### config.mk
export PLATFORM = sky130hd
export DESIGN_NAME = eprt_cell
export DESIGN_NICKNAME = d
export VERILOG_FILES = /design/src/rtl/eprt_pkg.sv /design/src/rtl/eprt_cell.sv
export SDC_FILE = /design/constraint.sdc
export NUM_CORES = 1
export LEC_CHECK = 0
export ABC_CLOCK_PERIOD_IN_PS = 5400
export BUFFER_PORTS_ARGS = -buffer_cell sky130_fd_sc_hd__buf_2
export CAP_MARGIN = 10
export CORE_AREA = 2 2 158 160
export CTS_CLUSTER_DIAMETER = 120
export DETAILED_ROUTE_END_ITERATION = 10
export DIE_AREA = 0 0 160 162
export PLACE_DENSITY_LB_ADDON = 0.1
export SKIP_CTS_REPAIR_TIMING = 1
export SYNTH_ARGS = -nofsm -noshare
export SYNTH_HDL_FRONTEND = slang
export SYNTH_SLANG_ARGS = --single-unit
### constraint.sdc
create_clock -name clk -period 5.4 [get_ports clk]
set_input_delay 0.81 -clock clk [delete_from_list [all_inputs] [get_ports clk]]
set_output_delay 0.81 -clock clk [all_outputs]
set_load 0.01 [all_outputs]
### src/rtl/eprt_pkg.sv
// ---------------------------------------------------------------------------
// eprt_pkg
// Types and constants shared by the endpoint pair relay table and its cells.
// ---------------------------------------------------------------------------
package eprt_pkg;

  // action codes
  localparam logic [1:0] ACT_ADD      = 2'd0;
  localparam logic [1:0] ACT_DEL_POS  = 2'd1;
  localparam logic [1:0] ACT_DEL_PAIR = 2'd2;
  localparam logic [1:0] ACT_LOOKUP   = 2'd3;

  // status codes
  localparam logic [2:0] STAT_OK       = 3'd0;
  localparam logic [2:0] STAT_RANGE    = 3'd1;
  localparam logic [2:0] STAT_EXISTS   = 3'd2;
  localparam logic [2:0] STAT_FULL     = 3'd3;
  localparam logic [2:0] STAT_NOTFOUND = 3'd4;

  // legal port window for a new pair
  localparam logic [15:0] PORT_MIN = 16'd1024;
  localparam logic [15:0] PORT_MAX = 16'd65534;

  // width of the reported entry count
  localparam int unsigned CNT_OUT_W = 5;

  typedef enum logic [1:0] {
    ST_IDLE,
    ST_CMP,
    ST_RES
  } state_t;

  // input beat
  typedef struct packed {
    logic [1:0]  action;
    logic [31:0] first_ip;
    logic [15:0] first_port;
    logic [31:0] second_ip;
    logic [15:0] second_port;
    logic [4:0]  position;
    logic [31:0] src_ip;
    logic [15:0] src_port;
  } in_item_t;

  // result beat
  typedef struct packed {
    logic [2:0]  status;
    logic        conflict_second;
    logic        dest_valid;
    logic [31:0] dest_ip;
    logic [15:0] dest_port;
    logic [4:0]  entry_count;
  } out_item_t;

  // one stored pair
  typedef struct packed {
    logic [31:0] a_ip;
    logic [15:0] a_port;
    logic [31:0] b_ip;
    logic [15:0] b_port;
  } entry_t;

  // hit seen in any earlier cell, rippled down the row
  typedef struct packed {
    logic add;
    logic del;
    logic lk;
  } seen_t;

  // per-cell control from the sequencer
  typedef struct packed {
    logic cmp_en;
    logic valid;
    logic shift_en;
    logic wr_en;
  } cell_ctrl_t;

  // per-cell contribution to the result
  typedef struct packed {
    logic        add_first;
    logic        csec;
    logic        del_tail;
    logic        lk_first;
    logic [31:0] dest_ip;
    logic [15:0] dest_port;
  } cell_res_t;

endpackage

### src/rtl/eprt_cell.sv
// ---------------------------------------------------------------------------
// eprt_cell
// One table slot: holds a pair, compares it against the current command,
// takes part in the first-hit ripple and shifts up from its neighbor on delete.
// ---------------------------------------------------------------------------
module eprt_cell (
  input  logic                 clk,
  input  eprt_pkg::in_item_t   cmd,
  input  eprt_pkg::cell_ctrl_t ctrl,
  input  eprt_pkg::entry_t     nbr,
  input  eprt_pkg::seen_t      seen_in,
  output eprt_pkg::seen_t      seen_out,
  output eprt_pkg::entry_t     entry,
  output eprt_pkg::cell_res_t  res
);
  import eprt_pkg::*;

  entry_t entry_r;
  logic   add_f_r, add_s_r, del_r, lk_a_r, lk_b_r;
  logic   f_a, f_b, s_a, s_b, lk_a, lk_b, exact;

  // endpoint compares against the command
  always_comb begin
    f_a   = (entry_r.a_ip == cmd.first_ip) && (entry_r.a_port == cmd.first_port);
    f_b   = (entry_r.b_ip == cmd.first_ip) && (entry_r.b_port == cmd.first_port);
    s_a   = (entry_r.a_ip == cmd.second_ip) && (entry_r.a_port == cmd.second_port);
    s_b   = (entry_r.b_ip == cmd.second_ip) && (entry_r.b_port == cmd.second_port);
    exact = f_a && (entry_r.b_ip == cmd.second_ip) &&
            (entry_r.b_port == cmd.second_port);
    lk_a  = (entry_r.a_port == cmd.src_port) &&
            ((entry_r.a_ip == '0) || (entry_r.a_ip == cmd.src_ip));
    lk_b  = (entry_r.b_port == cmd.src_port) &&
            ((entry_r.b_ip == '0) || (entry_r.b_ip == cmd.src_ip));
  end

  // hit flags, only for occupied slots
  always_ff @(posedge clk) begin
    if (ctrl.cmp_en) begin
      add_f_r <= ctrl.valid && (f_a || f_b);
      add_s_r <= ctrl.valid && (s_a || s_b);
      del_r   <= ctrl.valid && exact;
      lk_a_r  <= ctrl.valid && lk_a;
      lk_b_r  <= ctrl.valid && lk_b;
    end
  end

  // first-hit ripple and result contribution
  always_comb begin
    seen_out.add  = seen_in.add || add_f_r || add_s_r;
    seen_out.del  = seen_in.del || del_r;
    seen_out.lk   = seen_in.lk || lk_a_r || lk_b_r;
    res.add_first = (add_f_r || add_s_r) && !seen_in.add;
    res.csec      = res.add_first && !add_f_r;
    res.del_tail  = seen_out.del;
    res.lk_first  = (lk_a_r || lk_b_r) && !seen_in.lk;
    res.dest_ip   = '0;
    res.dest_port = '0;
    if (res.lk_first) begin
      if (lk_a_r) begin
        res.dest_ip   = entry_r.b_ip;
        res.dest_port = entry_r.b_port;
      end else begin
        res.dest_ip   = entry_r.a_ip;
        res.dest_port = entry_r.a_port;
      end
    end
  end

  // slot update: append or move up from the next slot
  always_ff @(posedge clk) begin
    if (ctrl.wr_en) begin
      entry_r.a_ip   <= cmd.first_ip;
      entry_r.a_port <= cmd.first_port;
      entry_r.b_ip   <= cmd.second_ip;
      entry_r.b_port <= cmd.second_port;
    end else if (ctrl.shift_en) begin
      entry_r <= nbr;
    end
  end

  assign entry = entry_r;

endmodule

# Word-level counts from Yosys, hierarchy flattened
# Index checks and enable logic that the tools add are counted.
# totals
register_bits	101
in_bits	255
elab_cells	58
# op_classes
reduce_logical	33
eq_ne	12
mux	4
# op_table
op	count
$eq 32x32->1	6
$mux 96	2
$eq 16x16->1	6
$mux 48	2
$logic_not 32->1	2
$logic_and 1x1->1	16
$logic_or 1x1->1	11
$logic_not 1->1	3
$reduce_bool 2->1	1

# Longest topological paths before layout
# Gate-level depths: netlist (run 1).
# logic_depth
ltp_word	5
ltp_mapped	6

# Worst setup path before layout (run 1)
# Ideal clock, no wire load.
# synth_path
path_kind	in2reg
from	input ctrl[0] in the netlist's numbering
to	register entry_r, in the netlist entry[0], enable pin
path_slack_ns	2.017
t_arrival_ns	2.969
required_time_ns	4.986
n_path_buf	3
setup_ns	0.414
cell_stages	4
cell_sequence	clkbuf_1 -> clkbuf_1 -> clkbuf_1 -> or2_2
# synth_via
elab_chain_cells	1
# synth_rtl
item	line	rtl
start, declared	eprt_cell.sv:9	input eprt_pkg::cell_ctrl_t ctrl,
$reduce_bool 2->1 (no line)	n/a	
end signal, assigned	eprt_cell.sv:77	entry_r <= nbr;
end, declared	eprt_cell.sv:18	entry_t entry_r;
# Every way passes these cells.
# A chain may end at the register's enable or synchronous reset.

==> flow_summary_export.csv, run 1 <==
group,metric,value,unit
run_status,status,"finished, final reports clean",
timing,finClkSkew,9.17,ps
timing,min_period,2950,ps
die,io_pins,406,
power,power_switching,1.03,mW
global_routing,grt_overflow,0,
critical_path,critical_path.max_stage_delay,680,ps
die,dieWidth,160,um
route,wl_met1,17000,um
critical_path,required,4590,ps
critical_path,crit_fanout,49,
route,drc,0,
power,intPower,1.68,mW
timing,finalHoldViolCount,0,
synth,synth_cells,803,
critical_path,r2r_setup_slack,2950,ps
clock_network,clk_pin_slew_worst_paths,80,ps
synth,ys_ff_latch,101,
route,wl_met2,18800,um
global_routing,grt_max_degree,51,
timing,whs,732,ps
timing,slew_viol_final,0,
power,combPwrFrac,31.5,%
critical_path,reg2regPathDepth,5,
clock_network,htreeDepth,3,
cells_and_area,drive_gt1_share,45.7,%
timing,relSlewSlack,37.7,%
job,maxCapViolations,0,
synth,netlist_area,8500,um2
power,vdd.ir_drop.worst,0.000149,V
critical_path,r2r-end,"add_s_r",
timing,worst_pin_slew,934,ps
global_routing,groute.usage.overall,29.8,%
die,start_util,35.3,%
global_routing,grt_pass1_vias,7633,
place,place_congestion,0.897,
route,top_layer,"met5",
route,wl,39700,um
power,pwr-share-clk,24.5,%
cells_and_area,area_growth,27.9,%
power,power_density,250,nW/um2
critical_path,crit_path_top_delay_cell,"buf_4",
route,firstDrtPassIters,5,
power,p_leak,4.47,nW
die,rows,57,
min_path,min_path_type,"input port to flop",
critical_path,worstSetupPathType,"flop to output pin",
clock_network,cts_tree,"built",
route,routedWlPerCell,27.1,um
route,num_vias,7661,
clock_network,ctsRootBufferMaster,"clkbuf_16",
synth,synth_cell_types,25,
critical_path,crit_end,"res[40]",
route,routed_via_density,5.23,
critical_path,end_kind,"output pin",
synth,syn_nets,1058,
power,switching_share,38.0,%
synth,synth-seq-area-share,35.7,%
global_routing,grt_first_pass_wirelength,55000,um
critical_path,crit_start,"lk_a_r",
route,wl_met3,3080,um
power,seqPwrFrac,44.0,%
place,io_buffer_count,398,
timing,grt_setup_unrepaired,"no",
cells_and_area,fin_nets,1385,
timing,fin_tns_setup,0,ps
critical_path,worstPathCellList,"buf_4, mux2i_1, nor2_1, buf_2",
clock_network,cts_inserted_buffers,9,
critical_path,start_kind,"flop",
timing,max_freq,0.338,GHz
place,numPlacedInstances,1443,
route,drtIter0Drc,658,
critical_path,worstReg2RegStart,"entry[40]",
synth,yosys_warnings,0,
die,die_area,25900,um2
timing,fin_crit_sh,54.7,%
critical_path,worstPathArrival,2140,ps
clock_network,clock_sinks,101,
power,finalPower,2.72,mW
clock_network,clock_path_buffers,2,
place,dp_hpwl,32700,um
clock_network,insertion_delay,360,ps
global_routing,antenna_found_initial,7,
die,die_h,162,um
cells_and_area,fill_cells,2451,
route,postRouteAntennaNets,0,
cells_and_area,final_cells,1464,
synth,syn_area_per_cell,10.6,um2
die,core-area,24100,um2
timing,setup_viol_count_final,0,
Yosys cell counts:
library cell	number	share of area, %
a21oi_1	2	0.12
buf_1	5	0.22
buf_2	8	0.47
buf_4	1	0.088
buf_6	5	0.66
clkbuf_1	68	3.0
edfxtp_1	101	36
inv_1	2	0.088
mux2_2	96	13
mux2i_1	48	5.7
nand2_1	2	0.088
nand3_1	5	0.29
nand4_1	46	3.4
nor2_1	52	2.3
nor3_1	6	0.35
nor3_2	1	0.12
nor4_1	59	4.3
o21bai_1	1	0.088
o32ai_1	1	0.10
o41ai_1	1	0.10
or2_2	2	0.15
or3_1	2	0.15
or4_4	1	0.13
xnor2_1	142	15
xor2_1	146	15
per-stage QoR:
step	cell area, um2	util [%]	setup WS, ps
after global placement	10600	43.9	2640
after floorplan	8500	-	2020
after detailed placement	10600	43.9	2610
after global routing	10900	45.1	2370
final	10900	45.1	2450
after CTS	10900	45.0	2460
worst min-delay path by stage:
stage / startpoint / to / slack [ps] / cells past startpoint
CTS: ctrl[3] / lk_b_r / 730 / 1
detailed placement: entry[13] / lk_b_r / 870 / 2
finish: ctrl[3] / lk_b_r / 730 / 1
global placement: entry[13] / lk_b_r / 860 / 2
global route: nbr[63] / entry[63] / 730 / 2
floorplan: entry[13] / lk_b_r / 840 / 2
layer usage:
metal	up-vias	GRT usage [%]
met5	-	0
met4	4	8.27
met3	45	6.46
met2	424	49.6
met1	3712	39.4
li1	3476	-
state kept, by name, summed over array words and instances, names as in the netlist:
| signal | flops |
|---|---|
| entry | 96 |
| del_r | 1 |
| add_s_r | 1 |
| lk_b_r | 1 |
| add_f_r | 1 |
| lk_a_r | 1 |
logic make-up (layout without fill, tap and decap cells):
| group | after synthesis | count (layout) | synth area share [%] |
|---|---|---|---|
| xor+xnor | 288 | 288 | 29.7 |
| compound gates | 5 | 5 | 0.412 |
| buf+inv | 89 | 421 | 4.53 |
| mux | 144 | 144 | 18.4 |
| flops | 101 | 101 | 35.7 |
| other cells | 0 | 5 | 0 |
| simple gates | 176 | 176 | 11.3 |
worst max-delay path: cells and delay by family (launching register included):
kind | cells | cell delay, ps
buffers and inverters | 2 | 840
AND/OR/NAND/NOR | 1 | 60
flip-flops | 1 | 400
multiplexers | 1 | 350
layout by cell type, fill, tap and decap left out, drive strengths merged, types with 5 or more instances in the layout:
| master | count |
|---|---|
| nor2 | 52 |
| clkbuf | 9 |
| mux2i | 48 |
| inv | 5 |
| mux2 | 96 |
| buf | 403 |
| edfxtp | 101 |
| diode | 5 |
| xor2 | 146 |
| nor4 | 59 |
| xnor2 | 142 |
| nor3 | 7 |
| nand3 | 5 |
| nand4 | 46 |
final cells by class:
type                       count  area [um2]  area share [%]
inverter                       2        7.51          0.0691
sequential                   101        3030            27.9
multi-input combinational    613        5090            46.9
clock buffer                   9         225            2.07
clock inverter                 7        57.6           0.530
antenna                        5        12.5           0.115
timing repair buffer         403        2030            18.7
tap                          324         405            3.73
power by group through the flow:
stage                     Combinational, mW  Sequential [mW]  Clock (mW)
final                                 0.855             1.20       0.665
after global routing                  0.911             1.20       0.698
after CTS                             0.851             1.19       0.675
after detailed placement              0.843             1.21           0
after global placement                0.845             1.21           0
after floorplan                       0.511             1.09           0
Power figures use the tool's default switching activity.
==> inputs of run 2 (changes only) <==
--- a/config.mk
+++ b/config.mk
@@ -5,13 +5,14 @@
 export SDC_FILE = /design/constraint.sdc
 export NUM_CORES = 1
 export LEC_CHECK = 0
-export ABC_CLOCK_PERIOD_IN_PS = 5400
+export ABC_AREA = 1
+export ABC_CLOCK_PERIOD_IN_PS = 2960
 export BUFFER_PORTS_ARGS = -buffer_cell sky130_fd_sc_hd__buf_2
 export CAP_MARGIN = 10
-export CORE_AREA = 2 2 158 160
+export CORE_AREA = 2 2 155 157
 export CTS_CLUSTER_DIAMETER = 120
 export DETAILED_ROUTE_END_ITERATION = 10
-export DIE_AREA = 0 0 160 162
+export DIE_AREA = 0 0 157 159
 export PLACE_DENSITY_LB_ADDON = 0.1
 export SKIP_CTS_REPAIR_TIMING = 1
 export SYNTH_ARGS = -nofsm -noshare
==> constraint.sdc (replaced) <==
create_clock -name clk -period 2.96 [get_ports clk]
set_input_delay 0.444 -clock clk [delete_from_list [all_inputs] [get_ports clk]]
set_output_delay 0.444 -clock clk [all_outputs]
set_load 0.01 [all_outputs]
==> run 2 against run 1 <==
Effect of this change:
- flip-flop and latch count stayed put
- clock skew is 1.2 ps higher
- die area is 3.7% lower
- global-route usage is 4.6 points higher
- non-clock buffer count is 4 higher
- synthesized cell count is 73% higher
- combinational power is 92% higher
- final area is 8.3% higher
- via count is 40% higher
- clock power is 120% higher
- first-iteration DRC count is 36% higher
- setup slack worse by 1900 ps
- critical endpoint is now res[21]
- largest power group unchanged
==> flow_summary_export.csv, run 2 <==
group,metric,value,unit
synth,yosysMostFrequentCell,"nand2_1",
synth,synth-seq-area-share,32.8,%
cells_and_area,fin_nets,1993,
die,die_area,25000,um2
route,drtIter0Drc,897,
critical_path,crit_path_top_delay_cell,"buf_4",
min_path,worstHoldStart,"nbr[34]",
clock_network,clk_pin_slew_worst_paths,80,ps
synth,synth_ff_type,"edfxtp_1",
critical_path,critical_path.max_stage_delay,630,ps
timing,fin_crit_sh,81.7,%
synth,netlist_top_cells_count,"nand2_1, inv_1, xnor2_1",
clock_network,ctsRootBufferMaster,"clkbuf_16",
critical_path,crit_fanout,74,
cells_and_area,largest_reg_flops,96,
cells_and_area,drive_gt1_share,24.7,%
synth,synthArstFlopShare,0,%
timing,relSlewSlack,47.4,%
synth,synth.area.top_cells,"edfxtp_1, nand2_1, xnor2_1",
timing,min_period,2420,ps
place,io_buffer_count,398,
global_routing,grt_max_degree,75,
timing,fin_tns_setup,0,ps
cells_and_area,final_common_cell,"nand2_1",
clock_network,cts_tree,"built",
critical_path,worstPathCellList,"buf_4, nand2_1, o21ai_0, nand2_1, inv_1, buf_2",
global_routing,grt_overflow,0,
timing,finClkSkew,10.4,ps
route,postRouteAntennaNets,0,
power,vdd.ir_drop.worst,0.000237,V
synth,synth_cells,1387,
run_status,status,"finished, final reports clean",
critical_path,crit_start,"lk_a_r",
global_routing,groute.usage.overall,34.5,%
synth,ys_ff_latch,101,
critical_path,path_buf_inv,3,
job,maxCapViolations,0,
die,rows,56,
global_routing,grt_first_pass_wirelength,63500,um
die,io_pins,406,
critical_path,worstPathArrival,1970,ps
clock_network,cts_inserted_buffers,9,
critical_path,start_kind,"flop",
timing,slew_viol_final,0,
critical_path,required,2520,ps
route,firstDrtPassIters,5,
clock_network,clock_sinks,101,
die,start_util,39.8,%
route,num_vias,10700,
route,routed_via_density,5.18,
timing,worst_pin_slew,789,ps
die,die_h,159,um
synth,yosysTopAreaCellShare,32.8,%
global_routing,antenna_found_initial,9,
synth,synthAdderAreaFrac,0,%
synth,synthMuxAreaShare,0,%
global_routing,grt_pass1_vias,10200,
timing,setup_viol_count_final,0,
route,wl,43900,um
timing,finalHoldViolCount,0,
synth,syn_nets,1642,
die,dieWidth,157,um
place,place_congestion,0.914,
synth,synth_xor_area_share,16.7,%
route,drc,0,
synth,syn_area_per_cell,6.66,um2
synth,synth_top_family_by_area,"simple AND/OR/NAND/NOR gates",
critical_path,end_kind,"output pin",
synth,synth_edf_count,101,
die,core-area,23200,um2
clock_network,htreeDepth,3,
min_path,min_path_type,"input port to flop",
synth,synth_compound_area_share,10.3,%
critical_path,crit_family,"buffers and inverters",
synth,synth_cell_types,27,
synth,synth-simple-area-share,29.5,%
synth,yosys.area.top_type,"edfxtp_1",
timing,max_freq,0.413,GHz
cells_and_area,final_cell_mix,"nand2_1, buf_2, inv_1",
place,dp_hpwl,35400,um
critical_path,worstReg2RegStart,"entry[16]",
route,routedWlPerCell,21.2,um
timing,grt_setup_unrepaired,"no",
cells_and_area,area_growth,27.4,%
critical_path,cp_common_cell,"nand2_1",
synth,yosys_warnings,0,
clock_network,insertion_delay,370,ps
power,finalPower,5.28,mW
clock_network,clock_path_buffers,2,
synth,netlist_area,9240,um2
power,p_leak,6.03,nW
critical_path,worstSetupPathType,"flop to output pin",
power,power_density,448,nW/um2
## run 2: cell types whose count changed in the layout (fill, tap and decap cells not counted), sizes merged, moves of 36 or more
cell / change
mux2: -96
nand2: +516
o21ai: +104
inv: +173
nor4: -43
nand4: -36
xor2: -105
nor2: +65
o22ai: +56
mux2i: -48
## run 2: final timing paths
path	endpoint	slack (ps)	cells after the start
hold / removal	entry[34]	330	3
setup reg to reg	add_s_r	1010	7
hold reg to reg	lk_a_r	1000	5
setup / recovery	res[21]	540	6
## run 2: area by class of cell
| type | instances | area, um2 |
|---|---|---|
| Timing Repair Buffer | 407 | 2080 |
| Clock inverter | 7 | 113 |
| Tap cell | 319 | 399 |
| Antenna cell | 8 | 20.0 |
| Clock buffer | 9 | 225 |
| Fill cell | 2484 | 11400 |
| Multi-Input combinational cell | 1042 | 5230 |
| Sequential cell | 101 | 3030 |
| Inverter | 177 | 667 |
## run 2: metal layers
| metal | GRT usage [%] | wire (um) | vias up |
|---|---|---|---|
| met1 | 45.0 | 18200 | 5005 |
| met5 | 0 | 13 | - |
| met4 | 14.8 | 1720 | 2 |
| met3 | 4.30 | 3390 | 77 |
| met2 | 57.3 | 20600 | 562 |
| li1 | - | - | 5068 |
## run 2: report_power, final
group | total [mW] | switching (mW) | internal [mW]
combinational | 1.64 | 0.945 | 0.697
clock | 1.45 | 0.627 | 0.827
sequential | 2.18 | 0.416 | 1.76
total | 5.28 | 1.99 | 3.29
## run 2: metrics by stage
step                      hold WS [ps]  cell area [um2]  util [%]  std cells  setup slack [ps]
after global routing               335            11800      50.7       2067               430
after global placement             708            11400      49.2       2046               867
after detailed placement           711            11400      49.2       2046               866
after floorplan                    556             9240         -       1387               714
final                              333            11800      50.7       2070               542
after CTS                          330            11700      50.7       2062               571
## run 2: kinds of logic (layout without fill, tap and decap cells)
| family | count (synthesis) | in the layout |
|---|---|---|
| and+or+nand+nor | 694 | 694 |
| buffers and inverters | 244 | 600 |
| xor gates and xnor gates | 176 | 176 |
| AOI/OAI and AO/OA | 172 | 172 |
| DFF | 101 | 101 |
| other | 0 | 8 |
## run 2: worst min-delay path, cell delays in order
cell     delay [ps]
buf_2            70
nand2_1          40
nand2_1          40
